[config.mk]
export PLATFORM = sky130hd
export DESIGN_NAME = htd_ram
export DESIGN_NICKNAME = d
export VERILOG_FILES = /design/src/htd_ram.sv
export SDC_FILE = /design/constraint.sdc
export NUM_CORES = 2
export LEC_CHECK = 0
export BUFFER_PORTS_ARGS = -buffer_cell sky130_fd_sc_hd__buf_2
export CAP_MARGIN = 20
export CORE_MARGIN = 8
export CORE_UTILIZATION = 55
export DETAILED_ROUTE_END_ITERATION = 10
export HOLD_SLACK_MARGIN = 0.15
export PLACE_DENSITY = 0.73
export SLEW_MARGIN = 10
export SYNTH_ARGS = -nofsm -noshare
export SYNTH_HDL_FRONTEND = slang
export SYNTH_SLANG_ARGS = --single-unit
[constraint.sdc]
create_clock -name clk_i -period 5.1 [get_ports clk_i]
set_input_delay 1.02 -clock clk_i [delete_from_list [all_inputs] [get_ports clk_i]]
set_output_delay 1.02 -clock clk_i [all_outputs]
set_load 0.005 [all_outputs]
[src/htd_ram.sv]
// Generic simple dual-port RAM with registered read.
module htd_ram #(
  parameter int unsigned WIDTH = 8,
  parameter int unsigned DEPTH = 512
) (
  input  logic                     clk_i,
  input  logic                     we_i,
  input  logic [$clog2(DEPTH)-1:0] waddr_i,
  input  logic [WIDTH-1:0]         wdata_i,
  input  logic                     re_i,
  input  logic [$clog2(DEPTH)-1:0] raddr_i,
  output logic [WIDTH-1:0]         rdata_o
);

  logic [WIDTH-1:0] mem_q [DEPTH];

  always_ff @(posedge clk_i) begin
    if (we_i) begin
      mem_q[waddr_i] <= wdata_i;
    end
    if (re_i) begin
      rdata_o <= mem_q[raddr_i];
    end
  end

endmodule

==> flow_summary.yaml <==
outcome:
  status: "complete, no violations"
run:
  maxCapViolations: 0
floorplan:
  coreArea_sq_um: 290000
  ios: 37
  die_w_um: 555
  die_area_sq_um: 308000
  die_y_um: 555
  fp-row-count: 198
  start_util_pct: 55.2
grt:
  grt_max_degree: 153
  grt_use_total_pct: 25.9
  grt_first_pass_wirelength_mm: 587
  grt_pass1_vias: 83328
  antenna_found_initial: 25
  gr-total-overflow: 0
sta:
  grt_setup_unrepaired: "false"
  hold_violations: 0
  finalClockSkew_ns: 0.0663
  fmax_ghz: 0.232
  slew_headroom_pct: 8.99
  drv_slew: 0
  worst_slew_pin_slew_ns: 1.37
  finalSetupViolCount: 0
  period_share_pct: 84.6
  final.min_clock_period_ns: 4.32
  holdWs_ns: 0.599
synth:
  synth.cell_area_sq_um: 160000
  synth_nets: 8059
  synth_seq_cells: 4104
  synthesis.instances: 8030
  synth_warnings: 0
  synthTopCellsByArea: "edfxtp_1 (77%), mux4_2 (9.2%), mux2i_1 (5.0%)"
  synthFlopType: "edfxtp_1"
  ys_seq_area_share_pct: 77.0
  synth_area_leader_cell: "edfxtp_1"
  synth_top_cell_area_share_pct: 77.0
  synth_area_per_cell_sq_um: 19.9
  synth_edf_count: 4104
  synth.distinct_cells: 50
  synth.most_common_cell: "edfxtp_1"
  async_flop_share_pct: 0
  ys_top_cells_by_count: "edfxtp_1 (4104), mux2i_1 (797), mux4_2 (654)"
critical_path:
  cp.required_ns: 5.88
  arrival_ns: 5.09
  end_kind: "flop"
  cp-start-kind: "primary input"
  cp_max_fo: 71
  worstSetupPathType: "primary input to flop"
clock_network:
  cts_tree: "yes"
  post_cts_buffers: 0
  ctsHoldBuffers: 0
  insertion_delay_ns: 0.94
  root_buffer: "clkbuf_16"
  cts_buffers: 396
  clock-sinks: 4104
  clk_pin_slew_ns: 0.06
  cts_max_level: 5
  ctsLongestPathBuffers: 4
  post_cts_resized: 0
placement:
  gp_congestion: 0.922
  dp_hpwl_mm: 249
  io_buffers: 36
finish:
  syn2layout_area_growth_pct: 12.3
  drive_above_1_share_pct: 20.4
  fin_util_pct: 61.9
  nFillCells: 19330
  nNetsFinal: 8515
power:
  p_sw_mw: 14.7
  pwr-share-clk_pct: 40.9
  intPower_mw: 54.0
  combPwrFrac_pct: 5.0
  p_leak_nw: 57.5
  swShare_pct: 21.3
  pwr_density_cell_nw_per_um2: 382
  power.total_mw: 68.7
  power_frac_seq_pct: 54.1
  vdd_drop_max_mv: 0.361
routing:
  drt_iter0_drc: 12445
  drc: 0
  wl_per_cell_um: 32.1
  antenna_left: 0
  wirelength_mm: 409
  via_per_inst: 6.61
  detail_route.first_pass.iterations: 6
  route.vias.total: 84073
hold_path:
  hold_path.class: "primary input to flop"
==> sequential cells by signal (all words and copies together) (netlist names) <==
| signal | count |
|---|---|
| rdata_o | 8 |
| mem_q | 4096 |
==> power by group through the flow <==
stage	registers, mW	clock network [mW]	logic [mW]
3_5_place_dp	37.9	0	3.36
2_1_floorplan	37.9	0	1.77
5_1_grt	37.2	29.5	3.52
3_3_place_gp	37.9	0	3.28
4_1_cts	37.2	28.3	3.37
6_report	37.2	28.1	3.40
==> layer usage <==
layer	vias to the layer above	part of all wire (%)	track usage (%)	wire length (um)
met5	-	0.021	0	87
met4	14	4.5	9.98	18500
met1	43302	37	36.0	151000
met3	933	12	5.96	47700
li1	34338	-	-	-
met2	5486	47	40.4	191000
==> final timing paths <==
path / start / end / slack, ns / depth (start not counted)
setup / recovery: raddr_i[1] / rdata_o[3] / 0.78 / 11
hold / removal: wdata_i[3] / mem_q[267][3] / 0.60 / 1
setup reg to reg: mem_q[34][3] / rdata_o[3] / 1.84 / 9
hold reg to reg: mem_q[154][2] / rdata_o[2] / 1.34 / 5
==> cells by family (layout without fill, tap and decap cells) <==
logic type / Yosys count / in the layout / synth area share (%)
flops: 4104 / 4104 / 77.0
other cells: 0 / 9 / 0
buf+inv: 516 / 1287 / 1.85
simple gates: 980 / 980 / 2.63
compound gates: 979 / 979 / 4.31
mux: 1451 / 1451 / 14.2
==> stage by stage <==
step	cells	setup TNS [ns]	setup WS, ns	instance area, sq um
5_1_grt	12704	0	0.776	180000
6_report	12710	0	0.783	180000
4_1_cts	12700	0	0.906	180000
3_5_place_dp	11987	-0.0282	-0.0282	167000
3_3_place_gp	11985	-0.00413	-0.00413	167000
2_1_floorplan	8030	0	1.97	160000
==> area by class of cell <==
type / instances / area [sq um] / share of cell area [%]
inverters: 3 / 18.8 / 0.0104
multi-input cells: 3410 / 34000 / 18.9
clock inverters: 212 / 1880 / 1.05
repair buffers: 571 / 5290 / 2.94
clock buffers: 501 / 10400 / 5.78
diodes: 9 / 22.5 / 0.0125
flip-flops and latches: 4104 / 123000 / 68.6
well taps: 3900 / 4880 / 2.72
==> cells in the final DEF (no fill, tap or decap), types with 101 or more instances in the layout <==
| master | count |
|---|---|
| buf_4 | 456 |
| clkbuf_1 | 101 |
| nor2_1 | 596 |
| clkbuf_16 | 400 |
| edfxtp_1 | 4104 |
| nor3_1 | 107 |
| a21oi_1 | 194 |
| o221ai_1 | 371 |
| mux4_2 | 654 |
| o22ai_1 | 163 |
| o21ai_0 | 118 |
| mux2i_1 | 797 |
==> critical path, stage by stage <==
cell and delay [ns]:
buf_8 0.35, nand2b_4 0.44, buf_12 0.37, o221ai_1 0.33, nor3_1 0.13, nor4_1 0.52
o311ai_0 0.28, buf_4 0.24, nor4_1 0.79, buf_4 0.26, o2111a_1 0.18
Power figures use the tool's default switching activity.
