[config.mk]
export PLATFORM = sky130hd
export DESIGN_NAME = htd_walker
export DESIGN_NICKNAME = d
export VERILOG_FILES = /design/src/htd_pkg.sv /design/src/htd_walker.sv
export SDC_FILE = /design/constraint.sdc
export NUM_CORES = 1
export LEC_CHECK = 0
export BUFFER_PORTS_ARGS = -buffer_cell sky130_fd_sc_hd__buf_2
export CORE_MARGIN = 2
export CORE_UTILIZATION = 62
export CTS_BUF_LIST = sky130_fd_sc_hd__clkbuf_8 sky130_fd_sc_hd__clkbuf_16
export CTS_CLUSTER_SIZE = 14
export DETAILED_ROUTE_END_ITERATION = 7
export PLACE_DENSITY = 0.9
export SLEW_MARGIN = 20
export SYNTH_ARGS = -nofsm -noshare
export SYNTH_HDL_FRONTEND = slang
export SYNTH_SLANG_ARGS = --single-unit
[constraint.sdc]
create_clock -name clk_i -period 9.7 [get_ports clk_i]
set_clock_uncertainty 0.05 [all_clocks]
set_input_delay 0.485 -clock clk_i [delete_from_list [all_inputs] [get_ports clk_i]]
set_output_delay 0.485 -clock clk_i [all_outputs]
set_load 0.005 [all_outputs]
[src/htd_pkg.sv]
// Shared types and constants of the Huffman tree decoder.
package htd_pkg;

  localparam int unsigned NodeDepthDef = 512;
  localparam int unsigned MaxCodeBits  = 32;
  localparam int unsigned DataBits     = 8;

  typedef enum logic [1:0] {
    OP_LOAD  = 2'd0,
    OP_DATA  = 2'd1,
    OP_CLEAR = 2'd2,
    OP_NOP   = 2'd3
  } op_e;

  typedef enum logic [1:0] {
    ST_OK       = 2'd0,
    ST_MISSING  = 2'd1,
    ST_CONFLICT = 2'd2,
    ST_FULL     = 2'd3
  } status_e;

  typedef struct packed {
    op_e         opcode;
    logic [7:0]  entry_symbol;
    logic [5:0]  code_length;
    logic [31:0] code_bits;
    logic [7:0]  data_byte;
  } item_t;

  typedef struct packed {
    logic [7:0] out_symbol;
    logic       symbol_valid;
    status_e    status;
    logic       last_of_item;
    logic       all_done;
  } res_t;

  typedef struct packed {
    logic valid;
    res_t res;
  } push_t;

endpackage

[src/htd_walker.sv]
// Tree walk sequencer: code insertion, bit-serial decoding and result ordering.
module htd_walker #(
  parameter int unsigned NODE_DEPTH = htd_pkg::NodeDepthDef
) (
  input  logic                                clk_i,
  input  logic                                rst_ni,
  input  logic                                item_valid_i,
  input  htd_pkg::item_t                      item_i,
  output logic                                item_ready_o,
  input  logic [31:0]                         symbol_total_i,
  output htd_pkg::push_t                      push_o,
  input  logic                                push_ready_i,
  output logic                                mem_we_o,
  output logic [$clog2(NODE_DEPTH)-1:0]       mem_waddr_o,
  output logic [2*$clog2(NODE_DEPTH)+10:0]    mem_wdata_o,
  output logic                                mem_re_o,
  output logic [$clog2(NODE_DEPTH)-1:0]       mem_raddr_o,
  input  logic [2*$clog2(NODE_DEPTH)+10:0]    mem_rdata_i
);
  import htd_pkg::*;

  localparam int unsigned IDXW = $clog2(NODE_DEPTH);
  localparam int unsigned CNTW = IDXW + 1;
  localparam int unsigned SW   = ((CNTW > 6) ? CNTW : 6) + 1;

  typedef struct packed {
    logic [IDXW-1:0] zl;
    logic [IDXW-1:0] ol;
    logic [1:0]      pr;
    logic            leaf;
    logic [7:0]      sym;
  } node_t;

  typedef enum logic [2:0] {
    S_IDLE,
    S_L_WALK,
    S_L_LINK,
    S_L_NEW,
    S_D_WALK,
    S_D_FLUSH,
    S_RESULT
  } state_e;

  state_e          state_q, state_d;
  item_t           item_q, item_d;
  logic            cur_root_q, cur_root_d;
  logic [IDXW-1:0] cur_idx_q, cur_idx_d;
  logic [5:0]      cnt_q, cnt_d;
  node_t           par_q, par_d;
  logic [IDXW-1:0] new_idx_q, new_idx_d;
  logic [CNTW-1:0] used_q, used_d;
  logic [IDXW-1:0] walk_q, walk_d;
  logic [31:0]     prod_q, prod_d;
  logic [IDXW-1:0] root_zl_q, root_zl_d;
  logic [IDXW-1:0] root_ol_q, root_ol_d;
  logic [1:0]      root_pr_q, root_pr_d;
  logic            pend_valid_q, pend_valid_d;
  logic [7:0]      pend_sym_q, pend_sym_d;
  logic            pend_done_q, pend_done_d;
  status_e         stat_q, stat_d;

  node_t           cur;
  node_t           wnode;
  logic [5:0]      cnt_m1;
  logic            bit_sel;
  logic            has_link;
  logic [IDXW-1:0] child;
  logic [IDXW-1:0] used_idx;
  logic            done_now;
  logic [SW-1:0]   need_sum;

  assign cur = cur_root_q ? node_t'{zl: root_zl_q, ol: root_ol_q, pr: root_pr_q,
                                    leaf: 1'b0, sym: 8'd0}
                          : node_t'(mem_rdata_i);
  assign cnt_m1   = cnt_q - 6'd1;
  assign bit_sel  = (state_q == S_D_WALK) ? item_q.data_byte[cnt_m1[2:0]]
                                          : item_q.code_bits[cnt_m1[4:0]];
  assign has_link = bit_sel ? cur.pr[1] : cur.pr[0];
  assign child    = bit_sel ? cur.ol : cur.zl;
  assign used_idx = used_q[IDXW-1:0];
  assign done_now = (prod_q >= symbol_total_i);
  assign need_sum = SW'(used_q) + SW'(cnt_q);
  assign mem_wdata_o = wnode;

  always_comb begin
    state_d      = state_q;
    item_d       = item_q;
    cur_root_d   = cur_root_q;
    cur_idx_d    = cur_idx_q;
    cnt_d        = cnt_q;
    par_d        = par_q;
    new_idx_d    = new_idx_q;
    used_d       = used_q;
    walk_d       = walk_q;
    prod_d       = prod_q;
    root_zl_d    = root_zl_q;
    root_ol_d    = root_ol_q;
    root_pr_d    = root_pr_q;
    pend_valid_d = pend_valid_q;
    pend_sym_d   = pend_sym_q;
    pend_done_d  = pend_done_q;
    stat_d       = stat_q;
    item_ready_o = 1'b0;
    push_o       = '0;
    mem_we_o     = 1'b0;
    mem_waddr_o  = cur_idx_q;
    wnode        = par_q;
    mem_re_o     = 1'b0;
    mem_raddr_o  = child;

    case (state_q)
      S_IDLE: begin
        item_ready_o = 1'b1;
        if (item_valid_i) begin
          item_d = item_i;
          case (item_i.opcode)
            OP_LOAD: begin
              if ((item_i.code_length == 6'd0) ||
                  (item_i.code_length > 6'(MaxCodeBits))) begin
                stat_d  = ST_CONFLICT;
                state_d = S_RESULT;
              end else begin
                cur_root_d = 1'b1;
                cnt_d      = item_i.code_length;
                state_d    = S_L_WALK;
              end
            end
            OP_DATA: begin
              mem_re_o    = 1'b1;
              mem_raddr_o = walk_q;
              cur_idx_d   = walk_q;
              cur_root_d  = (walk_q == '0);
              cnt_d       = 6'(DataBits);
              state_d     = S_D_WALK;
            end
            OP_CLEAR: begin
              root_pr_d = 2'b00;
              used_d    = CNTW'(1);
              walk_d    = '0;
              prod_d    = '0;
              stat_d    = ST_OK;
              state_d   = S_RESULT;
            end
            default: begin
            end
          endcase
        end
      end

      S_L_WALK: begin
        if (!cur_root_q && cur.leaf) begin
          stat_d  = ST_CONFLICT;
          state_d = S_RESULT;
        end else if (cnt_q == 6'd0) begin
          // path already exists: only an empty non-root node may become the leaf
          if (cur_root_q || (cur.pr != 2'b00)) begin
            stat_d  = ST_CONFLICT;
            state_d = S_RESULT;
          end else begin
            new_idx_d = cur_idx_q;
            state_d   = S_L_NEW;
          end
        end else if (has_link) begin
          mem_re_o   = 1'b1;
          cur_idx_d  = child;
          cur_root_d = 1'b0;
          cnt_d      = cnt_m1;
        end else if (need_sum > SW'(NODE_DEPTH)) begin
          stat_d  = ST_FULL;
          state_d = S_RESULT;
        end else begin
          par_d   = cur;
          state_d = S_L_LINK;
        end
      end

      S_L_LINK: begin
        // hook the first new node under the deepest existing node
        if (cur_root_q) begin
          if (bit_sel) begin
            root_ol_d = used_idx;
          end else begin
            root_zl_d = used_idx;
          end
          root_pr_d = root_pr_q | (bit_sel ? 2'b10 : 2'b01);
        end else begin
          mem_we_o = 1'b1;
          wnode    = par_q;
          if (bit_sel) begin
            wnode.ol = used_idx;
          end else begin
            wnode.zl = used_idx;
          end
          wnode.pr = par_q.pr | (bit_sel ? 2'b10 : 2'b01);
        end
        new_idx_d = used_idx;
        used_d    = used_q + CNTW'(1);
        cnt_d     = cnt_m1;
        state_d   = S_L_NEW;
      end

      S_L_NEW: begin
        mem_we_o    = 1'b1;
        mem_waddr_o = new_idx_q;
        if (cnt_q != 6'd0) begin
          wnode    = '0;
          if (bit_sel) begin
            wnode.ol = used_idx;
          end else begin
            wnode.zl = used_idx;
          end
          wnode.pr  = bit_sel ? 2'b10 : 2'b01;
          new_idx_d = used_idx;
          used_d    = used_q + CNTW'(1);
          cnt_d     = cnt_m1;
        end else begin
          wnode      = '0;
          wnode.leaf = 1'b1;
          wnode.sym  = item_q.entry_symbol;
          stat_d     = ST_OK;
          state_d    = S_RESULT;
        end
      end

      S_D_WALK: begin
        if (!cur_root_q && cur.leaf) begin
          // leaf reached: retire the previous symbol, park this one
          if (!pend_valid_q || push_ready_i) begin
            push_o.valid            = pend_valid_q;
            push_o.res.out_symbol   = pend_sym_q;
            push_o.res.symbol_valid = 1'b1;
            push_o.res.status       = ST_OK;
            push_o.res.last_of_item = 1'b0;
            push_o.res.all_done     = pend_done_q;
            pend_valid_d = 1'b1;
            pend_sym_d   = cur.sym;
            pend_done_d  = ((prod_q + 32'd1) >= symbol_total_i);
            prod_d       = prod_q + 32'd1;
            cur_root_d   = 1'b1;
          end
        end else if ((cnt_q == 6'd0) || done_now) begin
          walk_d  = cur_root_q ? '0 : cur_idx_q;
          state_d = S_D_FLUSH;
        end else if (has_link) begin
          mem_re_o   = 1'b1;
          cur_idx_d  = child;
          cur_root_d = 1'b0;
          cnt_d      = cnt_m1;
        end else begin
          walk_d  = '0;
          stat_d  = ST_MISSING;
          state_d = S_RESULT;
        end
      end

      S_D_FLUSH: begin
        push_o.valid = 1'b1;
        push_o.res.last_of_item = 1'b1;
        push_o.res.status       = ST_OK;
        if (pend_valid_q) begin
          push_o.res.out_symbol   = pend_sym_q;
          push_o.res.symbol_valid = 1'b1;
          push_o.res.all_done     = pend_done_q;
        end else begin
          push_o.res.all_done = done_now;
        end
        if (push_ready_i) begin
          pend_valid_d = 1'b0;
          state_d      = S_IDLE;
        end
      end

      S_RESULT: begin
        push_o.valid = 1'b1;
        if (pend_valid_q) begin
          push_o.res.out_symbol   = pend_sym_q;
          push_o.res.symbol_valid = 1'b1;
          push_o.res.status       = ST_OK;
          push_o.res.all_done     = pend_done_q;
          if (push_ready_i) begin
            pend_valid_d = 1'b0;
          end
        end else begin
          push_o.res.status       = stat_q;
          push_o.res.last_of_item = 1'b1;
          push_o.res.all_done     = done_now;
          if (push_ready_i) begin
            state_d = S_IDLE;
          end
        end
      end

      default: begin
        state_d = S_IDLE;
      end
    endcase
  end

  always_ff @(posedge clk_i or negedge rst_ni) begin
    if (!rst_ni) begin
      state_q      <= S_IDLE;
      cur_root_q   <= 1'b1;
      used_q       <= CNTW'(1);
      walk_q       <= '0;
      prod_q       <= '0;
      root_pr_q    <= 2'b00;
      pend_valid_q <= 1'b0;
    end else begin
      state_q      <= state_d;
      cur_root_q   <= cur_root_d;
      used_q       <= used_d;
      walk_q       <= walk_d;
      prod_q       <= prod_d;
      root_pr_q    <= root_pr_d;
      pend_valid_q <= pend_valid_d;
    end
  end

  always_ff @(posedge clk_i) begin
    item_q      <= item_d;
    cur_idx_q   <= cur_idx_d;
    cnt_q       <= cnt_d;
    par_q       <= par_d;
    new_idx_q   <= new_idx_d;
    root_zl_q   <= root_zl_d;
    root_ol_q   <= root_ol_d;
    pend_sym_q  <= pend_sym_d;
    pend_done_q <= pend_done_d;
    stat_q      <= stat_d;
  end

endmodule

==> out/qor_table.md <==
| Stage | Quantity | Reported |
|---|---|---|
| worst setup path | Number of buffer and inverter stages on the critical path | 3 |
| timing | RSZ-0062 raised after global routing | false |
| power | Static Leak | 5.80 nW |
| layout | Layout area overhead | 14.4% |
| worst setup path | Worst path cell trace | inv_1, ha_1, mux4_2, mux2i_1, nor2_1, a41oi_2, buf_4, nand2_1, a21boi_0, o21ai_1, buf_2 |
| synth | FF+latch count, synth | 188 |
| detailed routing | DRT Pass-1 Iters | 5 |
| place | Post-detail-place hpwl | 21.0 mm |
| worst setup path | Worst Setup End Kind | primary output |
| timing | Worst slew margin | 40.5% |
| clocking | Post-CTS setup buffers | 0 |
| global route | Largest net degree at the start of global routing | 59 |
| clocking | TritonCTS clock tree | built |
| synth | Count of mapped cells out of synthesis | 1063 |
| floorplan | Full die area | 19500 µm² |
| synth | YS warnings | 0 |
| timing | Final min period | 4.98 ns |
| detailed routing | Number of DRC markers in iteration 0 | 961 |
| worst setup path | Master of the slowest instance on the critical path | edfxtp_1 |
| worst setup path | CP startpoint kind | register |
| worst setup path | Reg2Reg Launch Point | cnt_q[0] |
| timing | Slew at the pin with the worst max-slew slack | 0.889 ns |
| timing | Final cycle utilization of the critical path | 51.3% |
| place | Routability Congestion | 0.910 |
| clocking | CTS root buffer | clkbuf_16 |
| clocking | CTS buffer count | 17 |
| power | Part of the power in combinational logic | 46.1% |
| synth | Cells taking the most area after synthesis | edfxtp_1 34%, dfrtp_1 12%, ha_1 8.3% |
| detailed routing | Number of antenna-violating nets in the routed design | 0 |
| timing | Total negative setup slack | 0 ns |
| synth | Sequential area share after synthesis | 46.9% |
| detailed routing | Average wire length per cell after detail routing | 20.1 µm |
| worst setup path | Crit Path Class | register to primary output |
| timing | Number of setup violations in the final report | 0 |
| synth | Mapped Nets | 1261 |
| timing | Achievable Freq | 201 MHz |
| power | Switching Fraction | 40.3% |
| floorplan | I/O pins | 185 |
| synth | Synth Flop Type | edfxtp_1 |
| power | Net load switching power | 1.49 mW |
| synth | Proportion of netlist area held by the largest area contributor | 34.2% |
| detailed routing | Residual DRC count | 0 |
| layout | Leading cell types in the layout, fill and taps excluded | 184 x buf_2, 130 x edfxtp_1, 88 x nand2_1, 82 x o21ai_0, 76 x ha_1 |
| detailed routing | Total length of routed wires | 29.6 mm |
| global route | Gr ovfl total | 0 |
| power | Sequential share of power | 35.7% |
| clocking | Maximum clock insertion buffer count | 2 |
| floorplan | Area of the placeable core | 18000 µm² |
| floorplan | Initial standard-cell utilization of the core | 63.4% |
| worst setup path | CP Max Fanout | 29 |
| power | Pwr dens | 283 nW/µm² |
| detailed routing | Number of vias per cell | 6.41 |
| global route | Number of global-route vias before repair | 9103 |
| worst setup path | Cell type group with the largest total delay on the critical path | flip-flops |
| clocking | Sinks on the clock net | 188 |
| power | Worst vdd rail ir drop | 0.212 mV |
| power | Clock network fraction of design power | 18.2% |
| floorplan | Vertical extent of the die | 140 µm |
| worst setup path | Required time reported for the critical path endpoint | 9.17 ns |
| worst setup path | RR Endpoint | par_q[12] |
| run | Maximum capacitance violations | 0 |
| synth | Post-synthesis cell type count | 69 |
| clocking | Clock-pin slew on the worst setup and hold paths | 0.07 ns |
| global route | Wire length of the first global-routing pass | 46.9 mm |
| clocking | Resized Gates After CTS | 0 |
| floorplan | Placement row count | 49 |
| timing | Number of max-slew violations in the final report | 0 |
| worst hold path | HP Class | input pin to asynchronous set/reset pin |
| layout | Commonest non-fill, non-tap cell in the layout | buf_2 |
| worst setup path | Slowest stage delay, CP | 0.85 ns |
| clocking | Clock latency reported for the late side of the worst-skew pair | 0.43 ns |
| worst setup path | Register-to-Register Setup Slack | 5.24 ns |
| layout | Proportion of layout cells with a drive suffix above 1 | 24.8% |
| place | Count of input and output buffers | 184 |
| floorplan | Die Wd | 140 µm |
| place | Placed cells | 1435 |
| layout | Finished Layout Cells | 1469 |
| clocking | CTS H-tree lvls | 4 |
| power | Total internal power | 2.21 mW |
| synth | EDFF count, synth | 130 |
| synth | Cell taking the most area after synthesis | edfxtp_1 |
| synth | Synth Area per Inst | 10.8 µm² |
| synth | Area of the mapped netlist | 11400 µm² |
| worst setup path | Number of cells traversed by the worst register-to-register path | 10 |
| global route | Initial antenna violation count | 3 |
| global route | All-layer global routing usage | 30.3% |
| timing | Count of endpoints failing hold in the final timing report | 0 |
| detailed routing | Via total after detailed routing | 9423 |
| worst setup path | Critical path data arrival time | 4.45 ns |
| layout | Number of nets in the layout | 1423 |
| status | Run status | completed |
| synth | Async set-reset flop share out of synthesis | 30.9% |
| clocking | Count of hold buffers inserted by post-cts repair | 0 |
==> worst max-delay path by stage <==
| stage | start | end | slack (ns) | cells after the start |
|---|---|---|---|---|
| 5_1_grt | cnt_q[0] | mem_wdata_o[25] | 4.37 | 11 |
| 3_5_place_dp | cnt_q[0] | mem_wdata_o[9] | 5.29 | 10 |
| 4_1_cts | cnt_q[0] | mem_wdata_o[27] | 4.78 | 11 |
| 6_report | cnt_q[0] | mem_wdata_o[28] | 4.72 | 11 |
| 2_1_floorplan | cnt_q[0] | par_q[0] | 5.90 | 10 |
| 3_3_place_gp | cnt_q[0] | par_q[13] | 5.35 | 10 |
==> stage by stage <==
stage	utilization, %	area, µm²	worst slack, ns	power (mW)	hold slack, ns
CTS	72.5	13100	4.78	3.66	0.168
finish	72.5	13100	4.72	3.70	0.166
global route	72.5	13100	4.37	3.89	0.160
global placement	69.3	12500	5.35	2.92	0.448
floorplan	-	11400	5.90	2.48	0.139
detailed placement	69.4	12500	5.29	2.98	0.465
==> final cells by class <==
cell class                      instances  area (µm²)
Tap cell                              229         287
Antenna cell                            2        5.00
Inverter                               53         199
Fill cell                            1242        4950
Timing Repair Buffer                  196        1010
Clock buffer                           18         439
Clock inverter                         14         124
Sequential cell                       188        5360
Multi-Input combinational cell        769        5650
==> cells by family after synthesis <==
group | Yosys count | share of synthesized area, %
xor+xnor | 48 | 3.74
flops | 188 | 46.9
fa+ha+maj | 77 | 8.50
simple gates | 305 | 13.6
compound gates | 262 | 15.1
buf+inv | 106 | 3.74
mux | 77 | 8.51
==> layer usage <==
| layer | global-route usage, % | wire (µm) | vias to the layer above |
|---|---|---|---|
| met1 | 40.2 | 11700 | 4436 |
| met5 | 0 | 13 | - |
| li1 | - | - | 4304 |
| met2 | 49.5 | 14100 | 594 |
| met4 | 10.9 | 926 | 2 |
| met3 | 6.54 | 2850 | 87 |
==> synth_stat cells (10+ instances only) <==
library cell  instances
inv_1                53
nand4_1              27
and3_1               17
edfxtp_1            130
a21boi_0             10
mux2_2               57
o21ai_0              82
a21oi_1              39
nand2_1              89
nor2b_1              15
a22o_1               27
a21o_1               17
dfrtp_1              56
ha_1                 76
xnor2_1              20
clkbuf_1             43
nor3_1               13
and2_1               13
nor2_1               59
xor2_1               27
a22oi_1              24
nand3_1              27
==> worst register-to-register path: stages (launching register included) <==
cell and delay, ns:
edfxtp_1 0.85, inv_1 0.14, ha_1 0.58, mux4_2 0.36
mux2i_1 0.38, nor2_1 0.11, a41oi_2 0.17, buf_4 0.36
mux2i_1 0.51, and3_1 0.23, buf_4 0.38
==> power groups by stage <==
stage	clock, mW	combinational [mW]	sequential [mW]
2_1_floorplan	0	1.28	1.21
3_3_place_gp	0	1.60	1.32
3_5_place_dp	0	1.65	1.33
4_1_cts	0.681	1.67	1.31
5_1_grt	0.713	1.84	1.34
6_report	0.676	1.71	1.32
==> sequential cells by signal, summed over array words and instances (netlist names) <==
| name | count |
|---|---|
| root_pr_q | 2 |
| root_zl_q | 9 |
| prod_q | 32 |
| par_q | 29 |
| walk_q | 9 |
| pend_valid_q | 1 |
| root_ol_q | 9 |
| new_idx_q | 9 |
| cur_idx_q | 9 |
| pend_done_q | 1 |
| cnt_q | 6 |
| item_q | 48 |
| pend_sym_q | 8 |
| used_q | 10 |
| stat_q | 2 |
| state_q | 3 |
| cur_root_q | 1 |
Power figures use the tool's default switching activity.
